### src/gla_ram.sv
// Generic single-port-write, single-port-read RAM with registered read data.
`timescale 1ns / 1ps
module gla_ram #(
  parameter int WIDTH = 16,
  parameter int DEPTH = 16,
  localparam int AW = (DEPTH > 1) ? $clog2(DEPTH) : 1
) (
  input  logic             clk,
  input  logic             we,
  input  logic [AW-1:0]    waddr,
  input  logic [WIDTH-1:0] wdata,
  input  logic [AW-1:0]    raddr,
  output logic [WIDTH-1:0] rdata
);

  logic [WIDTH-1:0] mem [DEPTH];

  always_ff @(posedge clk) begin
    if (we) begin
      mem[waddr] <= wdata;
    end
    rdata <= mem[raddr];
  end

endmodule

### config.mk
export PLATFORM = sky130hd
export DESIGN_NAME = gla_ram
export DESIGN_NICKNAME = d
export VERILOG_FILES = /design/src/gla_ram.sv
export SDC_FILE = /design/constraint.sdc
export NUM_CORES = 1
export LEC_CHECK = 0
export BUFFER_PORTS_ARGS = -buffer_cell sky130_fd_sc_hd__buf_2
export CAP_MARGIN = 20
export CORE_MARGIN = 4
export CORE_UTILIZATION = 40
export DETAILED_ROUTE_END_ITERATION = 6
export GPL_ROUTABILITY_DRIVEN = 0
export GPL_TIMING_DRIVEN = 1
export PLACE_DENSITY = 0.62
export SLEW_MARGIN = 10
export SYNTH_ARGS = -nofsm -noshare
export SYNTH_HDL_FRONTEND = slang
export SYNTH_SLANG_ARGS = --single-unit
### constraint.sdc
create_clock -name clk -period 4 [get_ports clk]
set_clock_uncertainty 0.05 [all_clocks]
set_input_delay 0 -clock clk [delete_from_list [all_inputs] [get_ports clk]]
set_output_delay 0 -clock clk [all_outputs]
set_load 0.01 [all_outputs]
==> impl_metrics.toml, run 1 <==
[power]
pwr-share-seq = 0.525
internal_power_mw = 4.909
pwr_density_cell_nw_per_um2 = 513.1
p_clk_frac = 0.426
p_switching_mw = 1.196
vdd_drop_max_uv = 315.4
power.share.combinational = 0.049
p_leak_nw = 3.909
netSwitchingFraction = 0.1959

[layout]
syn2layout_area_growth_pct = 18.46
antennaDiodeCount = 0
finalNetCount = 549
n_fill_cell = 1982
drive_gt1_frac = 0.3272
fin_cells = 868

[global_routing]
grt_pass1_wl_microns = 31600
grt_max_degree = 65
grt_usage = 0.1516
grt-ovfl-total = 0
grt_pass1_vias = 5016
antenna_found_initial = 0

[timing]
setup_violations = 0
worst_slew_pin_slew_ps = 1073
fmaxAchievable_mhz = 556.1
rsz0062_at_grt = "no"
slew_headroom = 0.2845
setup_tns_ps = 0
finalCritPeriodShare = 0.4496
slew_viol_final = 0
hold_viol = 0
timing.final.crit_period_ps = 1798

[logic_synthesis]
postSynthCellCount = 432
yosysTopAreaCellShare = 0.7654
synthTopCellsByArea = "edfxtp_1 77%, mux4_2 12%, dfxtp_1 3.2%, mux4_1 2.6%, a22oi_1 2.4%"
yosysTopAreaCell = "edfxtp_1"
syn_area_per_cell_sq_um = 23.25
synth_cell_types = 19
ys_seq_elements = 272
synth_area_sq_um = 10040
ys_seq_area_frac = 0.7973
yosys_warnings = 0
syn_nets = 458

[drt]
num_vias = 4747
drtAntennaViolNets = 0
drc = 0
dr.first_iter.drc_count = 572
viasPerCell = 5.469
wl_per_cell_microns = 24.14
first_pass_iters = 5
wl_microns = 20960

[critical_path]
crit_type = "primary input to flip-flop"
cp_slowest_cell = "nor2_2"
r2r_setup_slack_ps = 2620
cpPeakStageDelay_ps = 700
cp_cell_sequence = "dlygate4sd3_1 -> buf_2 -> nand2b_1 -> nor2_2 -> buf_4"
cp_max_fo = 11
worst_setup_path_end_kind = "flip-flop"
timing.rr.start = "mem[1][1]$_DFFE_PP_"
crit_path_start_kind = "primary input"
critical_path_arrival_ps = 1980
reg2regPathDepth = 3
critical_path_required_ps = 4180
r2r_end = "rdata[1]$_DFF_P_"

[floorplan]
pin_count = 42
die_w_microns = 166.5
start_util = 0.4094
dieArea_sq_um = 27710
core_sq_um = 24530
fp-row-count = 57
die_h_microns = 166.5

[clock_tree]
cts_tree = "built"
numCtsBuffers = 27
root_buffer = "clkbuf_16"
htreeDepth = 1
cts_sinks = 272
cts_resized = 0
clockBufferDepth = 3
clk_latency_ps = 530
clk_pin_slew_ps = 60

[flow_run]
max_cap_violations = 0

[min_path]
hp-class = "primary input to flip-flop"
hp-start = "waddr[2]"
hold_path_end = "mem[3][1]$_DFFE_PP_"
min_path_cells = 3

[placed_design]
io_buffers = 41
dp_hpwl_microns = 12110
dp.cells = 799

[status]
status = "finished, final reports clean"
-- layer usage --
layer	track usage	routed length, microns
met1	0.2133	9063
met2	0.2486	10270
met3	0.02489	1263
met4	0.04233	362
met5	0	0
-- flip-flops by register name (all words and copies together), names as in the netlist --
signal / flops
rdata: 16
mem: 256
-- cell type report --
type                            instances  area, sq um  area share
Clock inverter                         19        221.5     0.01861
Sequential cell                       272         8008      0.6730
Timing Repair Buffer                   83        590.6     0.04964
Multi-Input combinational cell        139         1962      0.1649
Clock buffer                           31        710.7     0.05973
Tap cell                              324        405.4     0.03407
-- power groups by stage --
| stage | Sequential, mW | Clock (mW) | Combinational [mW] |
|---|---|---|---|
| floorplan | 3.27 | 0 | 0.155 |
| finish | 3.20 | 2.60 | 0.299 |
| detailed placement | 3.27 | 0 | 0.289 |
| global placement | 3.26 | 0 | 0.281 |
| global route | 3.21 | 2.79 | 0.323 |
| CTS | 3.21 | 2.67 | 0.304 |
-- stage by stage --
stage                     worst slack (ps)  total power, mW  cell area [sq um]  hold WS, ps  utilization
after floorplan                       1895            3.424              10040        48.87            -
after global placement                2008            3.543              10760        313.1       0.4386
after detailed placement              1983            3.555              10780        335.6       0.4392
after CTS                             2178            6.175              11900        22.29       0.4850
after global routing                  2118            6.321              11900        56.43       0.4850
final                                 2202            6.105              11900        61.28       0.4850
-- layout by cell type (no fill, tap or decap) --
cell type and count:
a22oi_1 32, and2_1 1, buf_12 1, buf_2 40
buf_4 22, buf_8 1, bufinv_16 5, clkbuf_1 2
clkbuf_16 27, clkbuf_8 2, clkinv_1 5, clkinv_2 7
dfxtp_1 16, dlygate4sd3_1 19, edfxtp_1 256, inv_6 2
mux4_1 10, mux4_2 54, nand2_1 17, nand2b_1 2
nand3_1 1, nand3b_1 2, nor2_1 1, nor2_2 12
nor2b_1 2, nor3_2 4, or3b_2 1
-- how the worst max path moves through the flow --
| stage | from | to | cells after the start |
|---|---|---|---|
| after floorplan | waddr[2] | mem[0][0]$_DFFE_PP_ | 2 |
| after global placement | raddr[1] | rdata[14]$_DFF_P_ | 5 |
| after detailed placement | waddr[2] | mem[8][8]$_DFFE_PP_ | 4 |
| after CTS | waddr[0] | mem[14][12]$_DFFE_PP_ | 5 |
| after global routing | waddr[0] | mem[14][12]$_DFFE_PP_ | 5 |
| final | waddr[0] | mem[14][15]$_DFFE_PP_ | 5 |
-- logic make-up (layout without fill, tap and decap cells) --
group,count (synthesis),count (layout),synth area share
AOI/OAI and AO/OA,32,32,0.02392
buffers and inverters,21,133,0.01233
DFF,272,272,0.7973
muxes,64,64,0.1473
and+or+nand+nor,43,43,0.01918
-- worst max-delay path: cells and delay by family --
kind | cells | cell delay [ps]
buffers and inverters | 3 | 1020
and+or+nand+nor | 2 | 950
-- cells in the mapped netlist --
cell type,count
buf_4,3
edfxtp_1,256
nand2_1,17
nand2b_1,2
buf_6,4
dfxtp_1,16
nand3_1,1
nor3_1,4
mux4_2,54
and2_1,1
a22oi_1,32
nor2_1,13
buf_1,3
buf_2,3
nor2b_1,2
nand3b_1,2
mux4_1,10
clkbuf_1,8
or3b_2,1
-- timing repair --
action,4_1_cts,5_1_grt
endpoints found under the hold margin,274,0
setup buffers,0,0
hold buffers,19,0
No activity file was read; power rests on OpenSTA's default activity.
==> run 2, diff against run 1 <==
==> constraint.sdc (replaced) <==
create_clock -name clk -period 1.7 [get_ports clk]
set_clock_uncertainty 0.05 [all_clocks]
set_input_delay 0 -clock clk [delete_from_list [all_inputs] [get_ports clk]]
set_output_delay 0 -clock clk [all_outputs]
set_load 0.01 [all_outputs]
==> run 2 against run 1 <==
Compared with the run above: total power up 130%; worst setup slack worse by 1900 ps; sequential cell count did not move; hold slack got worse by 14 ps; largest cell class unchanged; final cell count grew 0.81%; register-to-register slack got worse by 2300 ps; die area did not move; clock-buffer cell count is 4 higher; first-iteration DRC count is 37% lower; highest routed layer unchanged; core utilization rose by 0.62 points; critical path depth fell by 2.
==> impl_metrics.toml, run 2 (synthesis gave the netlist of run 1 again) <==
[status]
status = "finished, final reports clean"

[global_routing]
antenna_found_initial = 0
grtUsageMet2 = 0.2653
grtUsageMet1 = 0.2056
busiest_layer = "met2"
grt.met3_usage = 0.02939
grt-ovfl-total = 0
grt_usage = 0.1529
grt_pass1_vias = 4979
grt_pass1_wl_microns = 31970
grt_max_degree = 33

[drt]
wl_microns = 21050
drtAntennaViolNets = 0
num_vias = 4719
drc = 0
viasPerCell = 5.393
first_pass_iters = 4
dr.first_iter.drc_count = 361
wl_per_cell_microns = 24.06

[critical_path]
crit_path_start_kind = "flip-flop"
cp_max_fo = 1
critical_path_required_ps = 2060
worst_setup_path_end_kind = "flip-flop"
critical_path_arrival_ps = 1770
reg2regPathDepth = 3
crit_type = "flip-flop to flip-flop"

[min_path]
min_path_cells = 4
hp-class = "primary input to flip-flop"

[power]
p_clk_frac = 0.410
p_leak_nw = 3.946
pwr_density_cell_nw_per_um2 = 1164
pwr-share-seq = 0.538
vdd_drop_max_uv = 721.8
p_switching_mw = 2.819
netSwitchingFraction = 0.2010
internal_power_mw = 11.21
power.share.combinational = 0.052
total_power_mw = 14.03

[timing]
finalCritPeriodShare = 0.8301
worst_slew_pin_slew_ps = 1057
timing.final.crit_period_ps = 1411
hold_viol = 0
fmaxAchievable_mhz = 708.6
setup_violations = 0
rsz0062_at_grt = "no"
slew_headroom = 0.2951
slew_viol_final = 0
setup_tns_ps = 0

[layout]
largest_reg_flops = 256
finalNetCount = 556
layout_common_cells = "256 x edfxtp_1, 54 x mux4_2, 40 x buf_2, 32 x a22oi_1, 27 x clkbuf_16"
reg.largest.list = "mem: 256 flops, rdata: 16 flops"
drive_gt1_frac = 0.3321
regMostFlops = "mem"
n_fill_cell = 2012
final_common_cell = "edfxtp_1"
fin_cells = 875
antennaDiodeCount = 0
syn2layout_area_growth_pct = 19.98

[placed_design]
dp.cells = 809
io_buffers = 41
dp_hpwl_microns = 12020

[floorplan]
dieArea_sq_um = 27710
die_h_microns = 166.5
start_util = 0.4094
pin_count = 42
die_w_microns = 166.5
core_sq_um = 24530
fp-row-count = 57

[clock_tree]
numCtsBuffers = 27
post_cts_buffers = 0
clk_latency_ps = 530
cts_tree = "built"
htreeDepth = 1
cts_resized = 0
root_buffer = "clkbuf_16"
clk_pin_slew_ps = 60
clockBufferDepth = 3
cts_sinks = 272

[flow_run]
max_cap_violations = 0
[run 2: path summary, 6_finish.rpt]
path / from / to / slack [ps]
hold / removal: raddr[0] / rdata[1]$_DFF_P_ / 50
setup / recovery: mem[9][6]$_DFFE_PP_ / rdata[6]$_DFF_P_ / 290
setup reg to reg: mem[9][6]$_DFFE_PP_ / rdata[6]$_DFF_P_ / 290
hold reg to reg: mem[13][8]$_DFFE_PP_ / rdata[8]$_DFF_P_ / 620
[run 2: power groups by stage]
stage / sequential [mW] / combinational [mW] / clock (mW)
after floorplan: 7.69 / 0.367 / 0
final: 7.54 / 0.730 / 5.76
after global routing: 7.55 / 0.799 / 6.19
after global placement: 7.68 / 0.701 / 0
after detailed placement: 7.69 / 0.719 / 0
after CTS: 7.55 / 0.750 / 5.87
[run 2: cell type report]
class / count / area [sq um] / share of cell area
Multi-Input combinational cell: 139 / 1987 / 0.1649
Clock inverter: 15 / 153.9 / 0.01277
Tap cell: 324 / 405.4 / 0.03364
Clock buffer: 35 / 705.7 / 0.05856
Sequential cell: 272 / 8008 / 0.6645
Timing Repair Buffer: 90 / 790.8 / 0.06562
[run 2: through the flow]
step                setup slack [ps]  hold slack [ps]  area (sq um)  utilization
floorplan                      35.10            48.87         10060            -
global placement               125.1            311.8         11030       0.4496
detailed placement             115.0            331.4         11030       0.4496
CTS                            259.3            45.25         12050       0.4912
global route                   192.5            73.81         12050       0.4912
finish                         288.9            47.02         12050       0.4912
[run 2: what timing repair did]
| item | in CTS | in global routing |
|---|---|---|
| endpoints found under the setup margin | 0 | 0 |
| hold buffers | 16 | 0 |
| hold endpoints to repair | 256 | 0 |
[run 2: worst max-delay path: stages (launching register included)]
cell,delay (ps)
edfxtp_1,380
mux4_1,520
a22oi_1,260
nand2_1,80
[run 2: routing by layer]
layer / wire length (microns) / share of wire
met1: 8604 / 0.41
met4: 252 / 0.012
met2: 10970 / 0.52
met3: 1231 / 0.058
met5: 0 / 0
