--- config.mk ---
export PLATFORM = sky130hd
export DESIGN_NAME = gla_seq
export DESIGN_NICKNAME = d
export VERILOG_FILES = /design/src/gla_pkg.sv /design/src/gla_seq.sv
export SDC_FILE = /design/constraint.sdc
export NUM_CORES = 1
export LEC_CHECK = 0
export BUFFER_PORTS_ARGS = -buffer_cell sky130_fd_sc_hd__buf_2
export CORE_ASPECT_RATIO = 1.5
export CORE_MARGIN = 3
export CORE_UTILIZATION = 30
export DETAILED_ROUTE_END_ITERATION = 10
export PLACE_DENSITY = 0.61
export SLEW_MARGIN = 5
export SYNTH_ARGS = -nofsm -noshare
export SYNTH_HDL_FRONTEND = slang
export SYNTH_SLANG_ARGS = --single-unit
--- constraint.sdc ---
create_clock -name clk -period 2.7 [get_ports clk]
set_input_delay 0.27 -clock clk [delete_from_list [all_inputs] [get_ports clk]]
set_output_delay 0.27 -clock clk [all_outputs]
set_load 0.05 [all_outputs]
--- src/gla_pkg.sv ---
// Package for the gated linear attention step: shared constants and types.
`timescale 1ns / 1ps
package gla_pkg;

  localparam int DIM_DEF   = 16;
  localparam int MAX_OUT   = 16;

  localparam int ELEM_W    = 16;
  localparam int IDX_W     = 4;
  localparam int GATE_W    = 17;
  localparam int SCALE_W   = 16;
  localparam int STATE_W   = 40;
  localparam int OUT_W     = 32;
  localparam int CFG_IDX_W = 2;
  localparam int CFG_DAT_W = 17;

  localparam logic [GATE_W-1:0]    GATE_RST  = 17'd65536;
  localparam logic [SCALE_W-1:0]   SCALE_RST = 16'd4096;

  localparam logic [CFG_IDX_W-1:0] CFG_DECAY_GATE  = 2'd0;
  localparam logic [CFG_IDX_W-1:0] CFG_QUERY_SCALE = 2'd1;

  typedef enum logic [1:0] {
    ST_IDLE,
    ST_RUN,
    ST_DRAIN
  } seq_state_t;

  // Control tag that travels with one state cell through the pipeline.
  typedef struct packed {
    logic vld;
    logic first;
    logic last;
    logic clr;
    logic k_ok;
    logic v_ok;
  } cell_ctl_t;

endpackage

--- src/gla_seq.sv ---
// Sequencer: walks the state matrix column by column, one cell per cycle.
`timescale 1ns / 1ps
module gla_seq #(
  parameter int DIM = gla_pkg::DIM_DEF,
  localparam int BUF = (DIM < gla_pkg::MAX_OUT) ? DIM : gla_pkg::MAX_OUT,
  localparam int IW  = $clog2(DIM),
  localparam int BW  = $clog2(BUF),
  localparam int SW  = $clog2(DIM * DIM)
) (
  input  logic              clk,
  input  logic              rst_n,
  input  logic              start,
  input  logic              start_clr,
  input  logic              dp_busy,
  output logic              busy,
  output gla_pkg::cell_ctl_t iss_ctl,
  output logic [IW-1:0]     iss_j,
  output logic [SW-1:0]     iss_addr,
  output logic [BW-1:0]     row_addr,
  output logic [BW-1:0]     col_addr
);
  import gla_pkg::*;

  seq_state_t    state_r, state_nxt;
  logic [IW-1:0] i_r, i_nxt;
  logic [IW-1:0] j_r, j_nxt;
  logic [SW-1:0] addr_r, addr_nxt;
  logic          clr_r, clr_nxt;
  logic          row_end;

  always_ff @(posedge clk) begin
    if (!rst_n) begin
      state_r <= ST_IDLE;
      i_r     <= '0;
      j_r     <= '0;
      addr_r  <= '0;
      clr_r   <= 1'b0;
    end else begin
      state_r <= state_nxt;
      i_r     <= i_nxt;
      j_r     <= j_nxt;
      addr_r  <= addr_nxt;
      clr_r   <= clr_nxt;
    end
  end

  assign row_end = (i_r == IW'(DIM - 1));

  always_comb begin
    state_nxt = state_r;
    i_nxt     = i_r;
    j_nxt     = j_r;
    addr_nxt  = addr_r;
    clr_nxt   = clr_r;
    iss_ctl   = '0;
    unique case (state_r)
      ST_IDLE: begin
        if (start) begin
          state_nxt = ST_RUN;
          i_nxt     = '0;
          j_nxt     = '0;
          addr_nxt  = '0;
          clr_nxt   = start_clr;
        end
      end
      ST_RUN: begin
        iss_ctl.vld   = 1'b1;
        iss_ctl.first = (i_r == '0);
        iss_ctl.last  = row_end;
        iss_ctl.clr   = clr_r;
        iss_ctl.k_ok  = ({1'b0, i_r} < (IW + 1)'(BUF));
        iss_ctl.v_ok  = ({1'b0, j_r} < (IW + 1)'(BUF));
        if (row_end) begin
          i_nxt    = '0;
          j_nxt    = j_r + 1'b1;
          addr_nxt = SW'(j_r) + 1'b1;
          if (j_r == IW'(DIM - 1)) begin
            state_nxt = ST_DRAIN;
          end
        end else begin
          i_nxt    = i_r + 1'b1;
          addr_nxt = addr_r + SW'(DIM);
        end
      end
      ST_DRAIN: begin
        if (!dp_busy) begin
          state_nxt = ST_IDLE;
        end
      end
      default: state_nxt = ST_IDLE;
    endcase
  end

  assign busy     = (state_r != ST_IDLE);
  assign iss_j    = j_r;
  assign iss_addr = addr_r;
  assign row_addr = i_r[BW-1:0];
  assign col_addr = j_r[BW-1:0];

endmodule

==> results of run 1 <==
==> cell usage in the layout (no fill, tap or decap), types with 2 or more instances in the layout <==
| master | n |
|---|---|
| a21boi_0 | 4 |
| nand2b_1 | 3 |
| a31oi_1 | 5 |
| o21ai_0 | 4 |
| and3_1 | 4 |
| or3b_1 | 3 |
| dfxtp_1 | 19 |
| clkbuf_8 | 3 |
| nand3_1 | 9 |
| mux2i_1 | 3 |
| o22ai_1 | 2 |
| nor2_1 | 2 |
| o211ai_1 | 2 |
| nand2_1 | 7 |
| inv_1 | 3 |
| xor2_1 | 2 |
| nor2b_1 | 3 |
| buf_2 | 31 |
| nor3b_1 | 2 |
| ha_1 | 4 |
| nand4b_1 | 3 |
| a31o_1 | 2 |
==> tightest hold or removal path: stages <==
cell	delay, ns
buf_2	0.08
mux2i_1	0.05
nor2b_1	0.09
==> report_power, final <==
part | leakage, nW | internal, mW | total [mW] | switching [mW]
Sequential | 0.154 | 0.285 | 0.291 | 0.00626
Clock | 0.0255 | 0.103 | 0.206 | 0.103
Combinational | 0.374 | 0.0239 | 0.0861 | 0.0622
==> final cells by class <==
type                            instances  area, um2  area share (%)
Multi-Input combinational cell         78        547            45.8
Sequential cell                        19        380            31.9
Timing Repair Buffer                   31        155            13.0
Tap cell                               40       50.0            4.19
Clock buffer                            3       41.3            3.46
Inverter                                4       15.0            1.26
Clock inverter                          1       5.00           0.419
==> through the flow <==
| step | utilization (%) | setup slack (ns) | power, mW | instance area, um2 |
|---|---|---|---|---|
| after floorplan | - | 0.0655 | 0.372 | 1030 |
| after detailed placement | 35.6 | 1.01 | 0.385 | 1150 |
| after CTS | 37.0 | 0.724 | 0.590 | 1190 |
| after global routing | 37.0 | 0.587 | 0.608 | 1190 |
| after global placement | 35.6 | 1.06 | 0.384 | 1150 |
| final | 37.0 | 0.726 | 0.583 | 1190 |
==> registers in the layout, indices dropped and copies added (netlist names) <==
name / cells
clr_r: 1
state_r: 2
iss_addr: 8
row_addr: 4
col_addr: 4
==> layer usage <==
| layer | GRT usage [%] | up-vias |
|---|---|---|
| met4 | 8.95 | 0 |
| li1 | - | 452 |
| met2 | 22.0 | 30 |
| met5 | 0 | - |
| met3 | 2.11 | 9 |
| met1 | 13.6 | 441 |
==> logic make-up after synthesis <==
family | Yosys count | share of synthesized area [%]
fa+ha+maj | 4 | 4.84
xor+xnor | 2 | 1.69
mux | 3 | 2.90
compound gates | 26 | 18.5
simple gates | 43 | 24.9
buf+inv | 18 | 10.4
flops | 19 | 36.8
==> path summary, 6_finish.rpt <==
check / end / slack [ns] / depth (start not counted)
hold reg to reg: iss_addr[3] / 0.47 / 2
hold / removal: clr_r / 0.26 / 3
setup reg to reg: iss_addr[0] / 1.06 / 4
setup / recovery: iss_ctl[3] / 0.73 / 4
==> reports/metrics.yaml, run 1 <==
sta:
  clock_skew_ns: 0.00402
  period_minus_slack_ns: 1.97
  max-slew-margin-rel_pct: 57.5
  fin_tns_setup_ns: 0
  setup-violations-final: 0
  fin_crit_sh_pct: 73.1
  hold_violations: 0
  drv_slew: 0
  max_freq_ghz: 0.507
  max_slew.worst_pin.slew_ns: 0.637
  rsz0062_at_grt: "false"
  holdWs_ns: 0.264
floorplanning:
  num_rows: 25
  coreArea_mm2: 0.00322
  initial_utilization_pct: 32.1
  ios: 32
  die_area_mm2: 0.00420
  chipHeight_um: 77.9
  fp.dieW_um: 54.0
detailed_routing:
  met1_length_mm: 1.00
  drtPass1Iterations: 4
  drc: 0
  vias: 932
  wl_met2_mm: 1.28
  drt_wl_total_mm: 2.50
  route.met3.wl_um: 121
  viasPerCell: 5.30
  ant_nets: 0
  drt_iter0_markers: 26
  wl_per_cell_um: 14.2
  top_layer: "met4"
yosys:
  yosysWarningCount: 0
  ys_seq_elements: 19
  synth_most_common_cell: "dfxtp_1"
  yosys.area.top_type: "dfxtp_1"
  synth_top_area_share_pct: 36.8
  ys_seq_area_share_pct: 36.8
  synth_area_per_cell_um2: 9.00
  synth_area_mm2: 0.00103
  synth_flop_cell: "dfxtp_1"
  synth_commonest_cells: "dfxtp_1, nand3_1, buf_4, nand2_1, a31oi_1"
  synthArstFlopShare_pct: 0
  synth_cell_types: 40
  synth_area_leaders: "dfxtp_1, buf_4, ha_1"
  syn-num-nets: 124
  syn_inst: 115
  synth_edf_count: 0
place:
  port_buffers: 31
  place_inst: 172
  gp_congestion: 0.761
  hpwl_mm: 1.85
run:
  maxCapViolCount: 0
setup_path:
  crit_fanout: 11
  r2r-start: "row_addr[0]"
  cp-startpoint: "row_addr[0]"
  endpoint_kind: "output port"
  critPathRequiredTime_ns: 2.43
  slowest_delay_ns: 0.40
  critPathBufInv: 1
  slowest_stage: "dfxtp_1"
  start_kind: "flip-flop"
  cp_data_arrival_time_ns: 1.70
  path_cells: "ha_1 -> nand3_1 -> nor2_1 -> buf_2"
  critPathTopFamily: "simple AND/OR/NAND/NOR gates"
  critical_path_class: "flip-flop to output port"
grt:
  grt_max_degree: 24
  antenna_found_initial: 0
  first_global_vias: 902
  grt_pass1_wl_mm: 4.08
  grt-ovfl-total: 0
  grt_util_all_layers_pct: 12.9
cts:
  cts_buffers: 3
  cts_root_buf: "clkbuf_8"
  cts-resized-gates: 0
  clkLatencyLatePin_ns: 0.26
  clk_pin_slew_ns: 0.08
  cts.sinks: 19
  h-tree-depth: 1
  max-clock-path-buffers: 2
  post-cts-setup-buffers: 0
  hold_buffers: 0
  cts_tree: "done"
power:
  ir_drop_v: 0.000152
  powerDensity_mw_per_mm2: 489
  leakagePower_nw: 0.553
cells_and_area:
  fin_nets: 146
  drive_gt1_share_pct: 27.9
  area.growth.synth_to_final_pct: 15.4
  final.fill_count: 348
  layout.cells.non_filler: 176
  diodes: 0
hold_path:
  hold_class: "input port to flip-flop"
  hold_start: "start_clr"
status:
  status: "complete, no violations"
No activity file was read; power rests on OpenSTA's default activity.
==> inputs of run 2 (changes only) <==
--- a/config.mk
+++ b/config.mk
@@ -5,6 +5,7 @@
 export SDC_FILE = /design/constraint.sdc
 export NUM_CORES = 1
 export LEC_CHECK = 0
+export ABC_AREA = 1
 export BUFFER_PORTS_ARGS = -buffer_cell sky130_fd_sc_hd__buf_2
 export CORE_ASPECT_RATIO = 1.5
 export CORE_MARGIN = 3
==> constraint.sdc (replaced) <==
create_clock -name clk -period 1.95 [get_ports clk]
set_input_delay 0.195 -clock clk [delete_from_list [all_inputs] [get_ports clk]]
set_output_delay 0.195 -clock clk [all_outputs]
set_load 0.05 [all_outputs]
==> reports/metrics.yaml, run 2 <==
power:
  ir_drop_v: 0.000284  # +88%
  power_mw: 0.822  # +41%
  leakagePower_nw: 0.566  # +2.3%
  powerDensity_mw_per_mm2: 675  # +38%
floorplanning:
  fp.dieW_um: 53.5  # -0.81%
  die_area_mm2: 0.00414  # -1.6%
  coreArea_mm2: 0.00319  # -0.97%
  initial_utilization_pct: 31.8  # -0.27 points
  ios: 32  # unchanged
  chipHeight_um: 77.3  # -0.84%
  num_rows: 25  # unchanged
yosys:
  synth_area_leaders: "dfxtp_1, nand2_1, a21oi_1"
  yosys.area.top_type: "dfxtp_1"
  synth_area_per_cell_um2: 7.88  # -12%
  synth_top_area_share_pct: 37.4  # +0.68 points
  synth_most_common_cell: "nand2_1"
  synth_commonest_cells: "nand2_1, dfxtp_1, a21oi_1, nand3_1, inv_1"
  yosysWarningCount: 0  # unchanged
  synthArstFlopShare_pct: 0  # unchanged
  ys_seq_area_share_pct: 37.4  # +0.68 points
  syn_inst: 129  # +12%
  synth_cell_types: 26  # -35%
  synth_area_mm2: 0.00102  # -1.8%
  synth_flop_cell: "dfxtp_1"
  ys_seq_elements: 19  # unchanged
  synth_edf_count: 0  # unchanged
  syn-num-nets: 138  # +11%
sta:
  max_slew.worst_pin.slew_ns: 0.514  # -0.123 ns
  fin_crit_sh_pct: 84.3
  drv_slew: 0  # unchanged
  rsz0062_at_grt: "false"
  max-slew-margin-rel_pct: 65.7  # +8.2 points
  clock_skew_ns: 0.00385  # -0.000168 ns
  max_freq_ghz: 0.609
  holdWs_ns: 0.208  # -0.0558 ns
  setup-violations-final: 0  # unchanged
  fin_tns_setup_ns: 0  # unchanged
  period_minus_slack_ns: 1.64
  hold_violations: 0  # unchanged
detailed_routing:
  viasPerCell: 4.79  # -9.5%
  drtPass1Iterations: 4  # unchanged
  wl_per_cell_um: 11.6  # -19%
  drt_iter0_markers: 21  # -19%
  drc: 0  # unchanged
  drt_wl_total_mm: 2.27  # -9.5%
  ant_nets: 0  # unchanged
  vias: 939  # +0.75%
setup_path:
  critPathRequiredTime_ns: 1.75  # -0.68 ns
  start_kind: "flip-flop"
  critical_path_class: "flip-flop to output port"
  endpoint_kind: "output port"
  cp_data_arrival_time_ns: 1.45  # -0.25 ns
  crit_fanout: 6  # -5
cts:
  cts-resized-gates: 0  # unchanged
  cts.sinks: 19  # unchanged
  cts_tree: "done"
  clkLatencyLatePin_ns: 0.26  # about the same
  post-cts-setup-buffers: 0  # unchanged
  cts_root_buf: "clkbuf_8"
  cts_buffers: 3  # unchanged
  hold_buffers: 0  # unchanged
  max-clock-path-buffers: 2  # unchanged
  clk_pin_slew_ns: 0.07  # about the same
  h-tree-depth: 1  # unchanged
grt:
  grt-ovfl-total: 0  # unchanged
  first_global_vias: 866  # -4.0%
  antenna_found_initial: 0  # unchanged
  grt_pass1_wl_mm: 3.84  # -5.7%
  grt_max_degree: 16  # -33%
  grt_util_all_layers_pct: 12.4  # -0.55 points
place:
  port_buffers: 31  # unchanged
  hpwl_mm: 1.75  # -5.3%
  gp_congestion: 0.678  # -11%
  placed_cell_area_mm2: 0.00117  # +2.2%
cells_and_area:
  drive_gt1_share_pct: 34.0  # +6.0 points
  final_cell_area_mm2: 0.00122  # +2.0%
  fin_nets: 166  # +14%
  final_common_cell: "buf_2"
  largest_reg_flops: 8  # unchanged
  final_cell_mix: "buf_2, nand2_1, dfxtp_1"
  area.growth.synth_to_final_pct: 19.8
  diodes: 0  # unchanged
hold_path:
  hold_class: "input port to flip-flop"
status:
  status: "complete, no violations"
run:
  maxCapViolCount: 0  # unchanged
## run 2: cell count changes after synthesis, sizes merged, moves of 4 or more
cell    change
a21boi      -5
a21oi      +17
a31oi       -5
and3        -4
clkbuf      -4
inv        +11
nand2      +21
nand3      +10
nor2        +4
## run 2: area by class of cell
class                   count  area (um2)
fillers                   366        1970
multi-input cells          86         526
flip-flops and latches     19         380
repair buffers             31         155
inverters                  16        61.3
well taps                  40        50.0
clock buffers               4        45.0
## run 2: kinds of logic (layout without fill, tap and decap cells)
| group | count (synthesis) | after routing | share of synthesized area (%) |
|---|---|---|---|
| xor+xnor | 1 | 1 | 0.862 |
| fa+ha+maj | 4 | 4 | 4.93 |
| flops | 19 | 19 | 37.4 |
| compound gates | 24 | 24 | 13.2 |
| simple gates | 57 | 57 | 31.7 |
| buf+inv | 24 | 51 | 11.9 |
## run 2: path summary, 6_finish.rpt
check,slack [ns],from,depth (start not counted),to
setup / recovery,0.31,row_addr[1],4,iss_ctl[3]
hold / removal,0.21,dp_busy,3,state_r[1]
setup reg to reg,0.60,row_addr[1],5,iss_addr[4]
hold reg to reg,0.45,clr_r,2,clr_r
## run 2: worst max-delay path, stage by stage (launching register included)
cell and delay, ns:
dfxtp_1 0.42, ha_1 0.27, nand3_4 0.14, nor2_4 0.11, buf_2 0.26
## run 2: stage by stage
| stage | setup WS (ns) | cells | util [%] |
|---|---|---|---|
| after floorplan | -0.00350 | 129 | - |
| after detailed placement | 0.581 | 192 | 36.7 |
| after global routing | 0.225 | 196 | 38.2 |
| after global placement | 0.636 | 192 | 36.7 |
| after CTS | 0.290 | 196 | 38.2 |
| final | 0.307 | 196 | 38.2 |
## run 2: metal layers
metal / track usage, % / wire, um
met2: 21.9 / 1130
met3: 2.52 / 148
met1: 13.0 / 935
met5: 0 / 0
met4: 6.14 / 51
## run 2: power by group
| part | internal [mW] | switching [mW] |
|---|---|---|
| combinational | 0.0331 | 0.109 |
| clock | 0.145 | 0.126 |
| sequential | 0.397 | 0.0111 |
| total | 0.575 | 0.246 |
==> inputs of run 3 (changes only) <==
==> constraint.sdc (replaced) <==
create_clock -name clk -period 1.58 [get_ports clk]
set_input_delay 0.158 -clock clk [delete_from_list [all_inputs] [get_ports clk]]
set_output_delay 0.158 -clock clk [all_outputs]
set_load 0.05 [all_outputs]
==> reports/metrics.yaml, run 3 (same netlist as run 2, synthesis figures left out) <==
cells_and_area:
  final_common_cell: "buf_2"
  final_cell_mix: "buf_2, nand2_1, a21oi_1"
  largest_reg_flops: 8  # unchanged
  drive_gt1_share_pct: 37.8  # +3.8 points
  fin_nets: 166  # unchanged
  final.fill_count: 365  # -0.27%
  diodes: 0  # unchanged
  area.growth.synth_to_final_pct: 22.0
setup_path:
  slowest_stage: "dfxtp_1"
  path_cells: "inv_2 -> nand2_2 -> nor2_1 -> buf_2"
  rr_endpoint: "col_addr[0]"
  endpoint: "iss_ctl[2]"
  crit_fanout: 6  # unchanged
  critPathBufInv: 2  # +1
  critical_path_class: "flip-flop to output port"
  cp-startpoint: "state_r[1]"
  endpoint_kind: "output port"
  slowest_delay_ns: 0.38  # -0.04 ns
  ff2ff_path_depth: 6  # +1
  critPathRequiredTime_ns: 1.42  # -0.33 ns
  start_kind: "flip-flop"
  r2r_setup_slack_ns: 0.35  # -0.25 ns
  cp.depth: 4  # unchanged
  r2r-start: "row_addr[1]"
  cp_data_arrival_time_ns: 1.32  # -0.13 ns
  critPathTopFamily: "buffers and inverters"
detailed_routing:
  viasPerCell: 4.75  # -0.85%
  drt_wl_total_mm: 2.38  # +5.1%
  drtPass1Iterations: 4  # unchanged
  wl_per_cell_um: 12.2  # +5.1%
  vias: 931  # -0.85%
  ant_nets: 0  # unchanged
  drt_iter0_markers: 29  # +38%
  drc: 0  # unchanged
cts:
  clk_pin_slew_ns: 0.08  # about the same
  cts_tree: "done"
  cts_root_buf: "clkbuf_8"
  max-clock-path-buffers: 2  # unchanged
  clkLatencyLatePin_ns: 0.26  # about the same
  hold_buffers: 0  # unchanged
  h-tree-depth: 1  # unchanged
  cts_buffers: 3  # unchanged
  cts.sinks: 19  # unchanged
grt:
  grt-ovfl-total: 0  # unchanged
  grt_max_degree: 16  # unchanged
  first_global_vias: 901  # +4.0%
  grt_util_all_layers_pct: 12.8  # +0.42 points
  antenna_found_initial: 0  # unchanged
  grt_pass1_wl_mm: 4.00  # +4.1%
hold_path:
  hold_class: "input port to flip-flop"
sta:
  clock_skew_ns: 0.00628  # +0.00243 ns
  hold_violations: 0  # unchanged
  setup-violations-final: 0  # unchanged
  worst_slack_ns: 0.106  # -0.201 ns
  max_slew.worst_pin.slew_ns: 0.501  # -0.0124 ns
  fin_crit_sh_pct: 93.3
  max-slew-margin-rel_pct: 66.5  # +0.83 points
  rsz0062_at_grt: "false"
  drv_slew: 0  # unchanged
  period_minus_slack_ns: 1.47
  max_freq_ghz: 0.678
  fin_tns_setup_ns: 0  # unchanged
floorplanning:
  die_area_mm2: 0.00414  # unchanged
  coreArea_mm2: 0.00319  # unchanged
  initial_utilization_pct: 31.8  # unchanged
  num_rows: 25  # unchanged
  ios: 32  # unchanged
  fp.dieW_um: 53.5  # unchanged
  chipHeight_um: 77.3  # unchanged
place:
  gp_congestion: 0.665  # -1.9%
  port_buffers: 31  # unchanged
  place_ws_ns: 0.328  # -0.253 ns
  hpwl_mm: 1.81  # +3.1%
status:
  status: "complete, no violations"
power:
  ir_drop_v: 0.000359  # +26%
  powerDensity_mw_per_mm2: 834  # +24%
  leakagePower_nw: 0.569  # +0.52%
run:
  maxCapViolCount: 0  # unchanged
run 3: cell count changes in the layout (fill, tap and decap cells not counted), sizes merged:
cell	change
buf	-1
clkinv	+1
run 3: how the worst min path moves through the flow:
| stage | start | endpoint | slack [ns] | cells past startpoint |
|---|---|---|---|---|
| finish | rst_n | state_r[0] | 0.16 | 3 |
| global route | rst_n | state_r[0] | 0.18 | 3 |
| CTS | rst_n | state_r[0] | 0.16 | 3 |
| detailed placement | rst_n | state_r[0] | 0.43 | 3 |
| global placement | rst_n | state_r[0] | 0.44 | 3 |
| floorplan | rst_n | state_r[0] | 0.26 | 2 |
run 3: area by class of cell:
class                           instances  area, um2  area share (%)
Sequential cell                        19        385            31.1
Inverter                               16       61.3            4.94
Multi-Input combinational cell         86        537            43.3
Timing Repair Buffer                   31        160            12.9
Clock buffer                            3       41.3            3.33
Clock inverter                          1       5.00           0.404
Tap cell                               40       50.0            4.04
run 3: tightest hold or removal path, cell delays in order:
cell	delay (ns)
buf_2	0.13
nand2_1	0.06
inv_1	0.04
run 3: repair_timing:
action,in CTS,in global routing
resized for setup,0,4
hold endpoints to repair,0,0
buffers inserted,0,0
setup endpoints to repair,0,2
run 3: stage by stage:
stage	area [um2]	cells	hold slack (ns)	utilization, %	total power [mW]
final	1240	196	0.159	38.9	1.03
after global routing	1240	196	0.175	38.9	1.08
after CTS	1230	196	0.156	38.6	1.04
after detailed placement	1190	192	0.426	37.2	0.699
after global placement	1190	192	0.441	37.2	0.695
after floorplan	1040	129	0.256	-	0.663
run 3: where the power goes:
group	leakage, nW	internal (mW)	switching [mW]
registers	0.156	0.490	0.0138
clock network	0.0255	0.176	0.171
logic	0.387	0.0439	0.139
run 3: metal layers:
metal | global-route usage (%) | vias to the layer above | wire length [um]
met5 | 0 | - | 0
met4 | 5.37 | 0 | 40
met3 | 2.33 | 5 | 113
met2 | 21.4 | 26 | 1270
met1 | 15.3 | 426 | 960
li1 | - | 474 | -
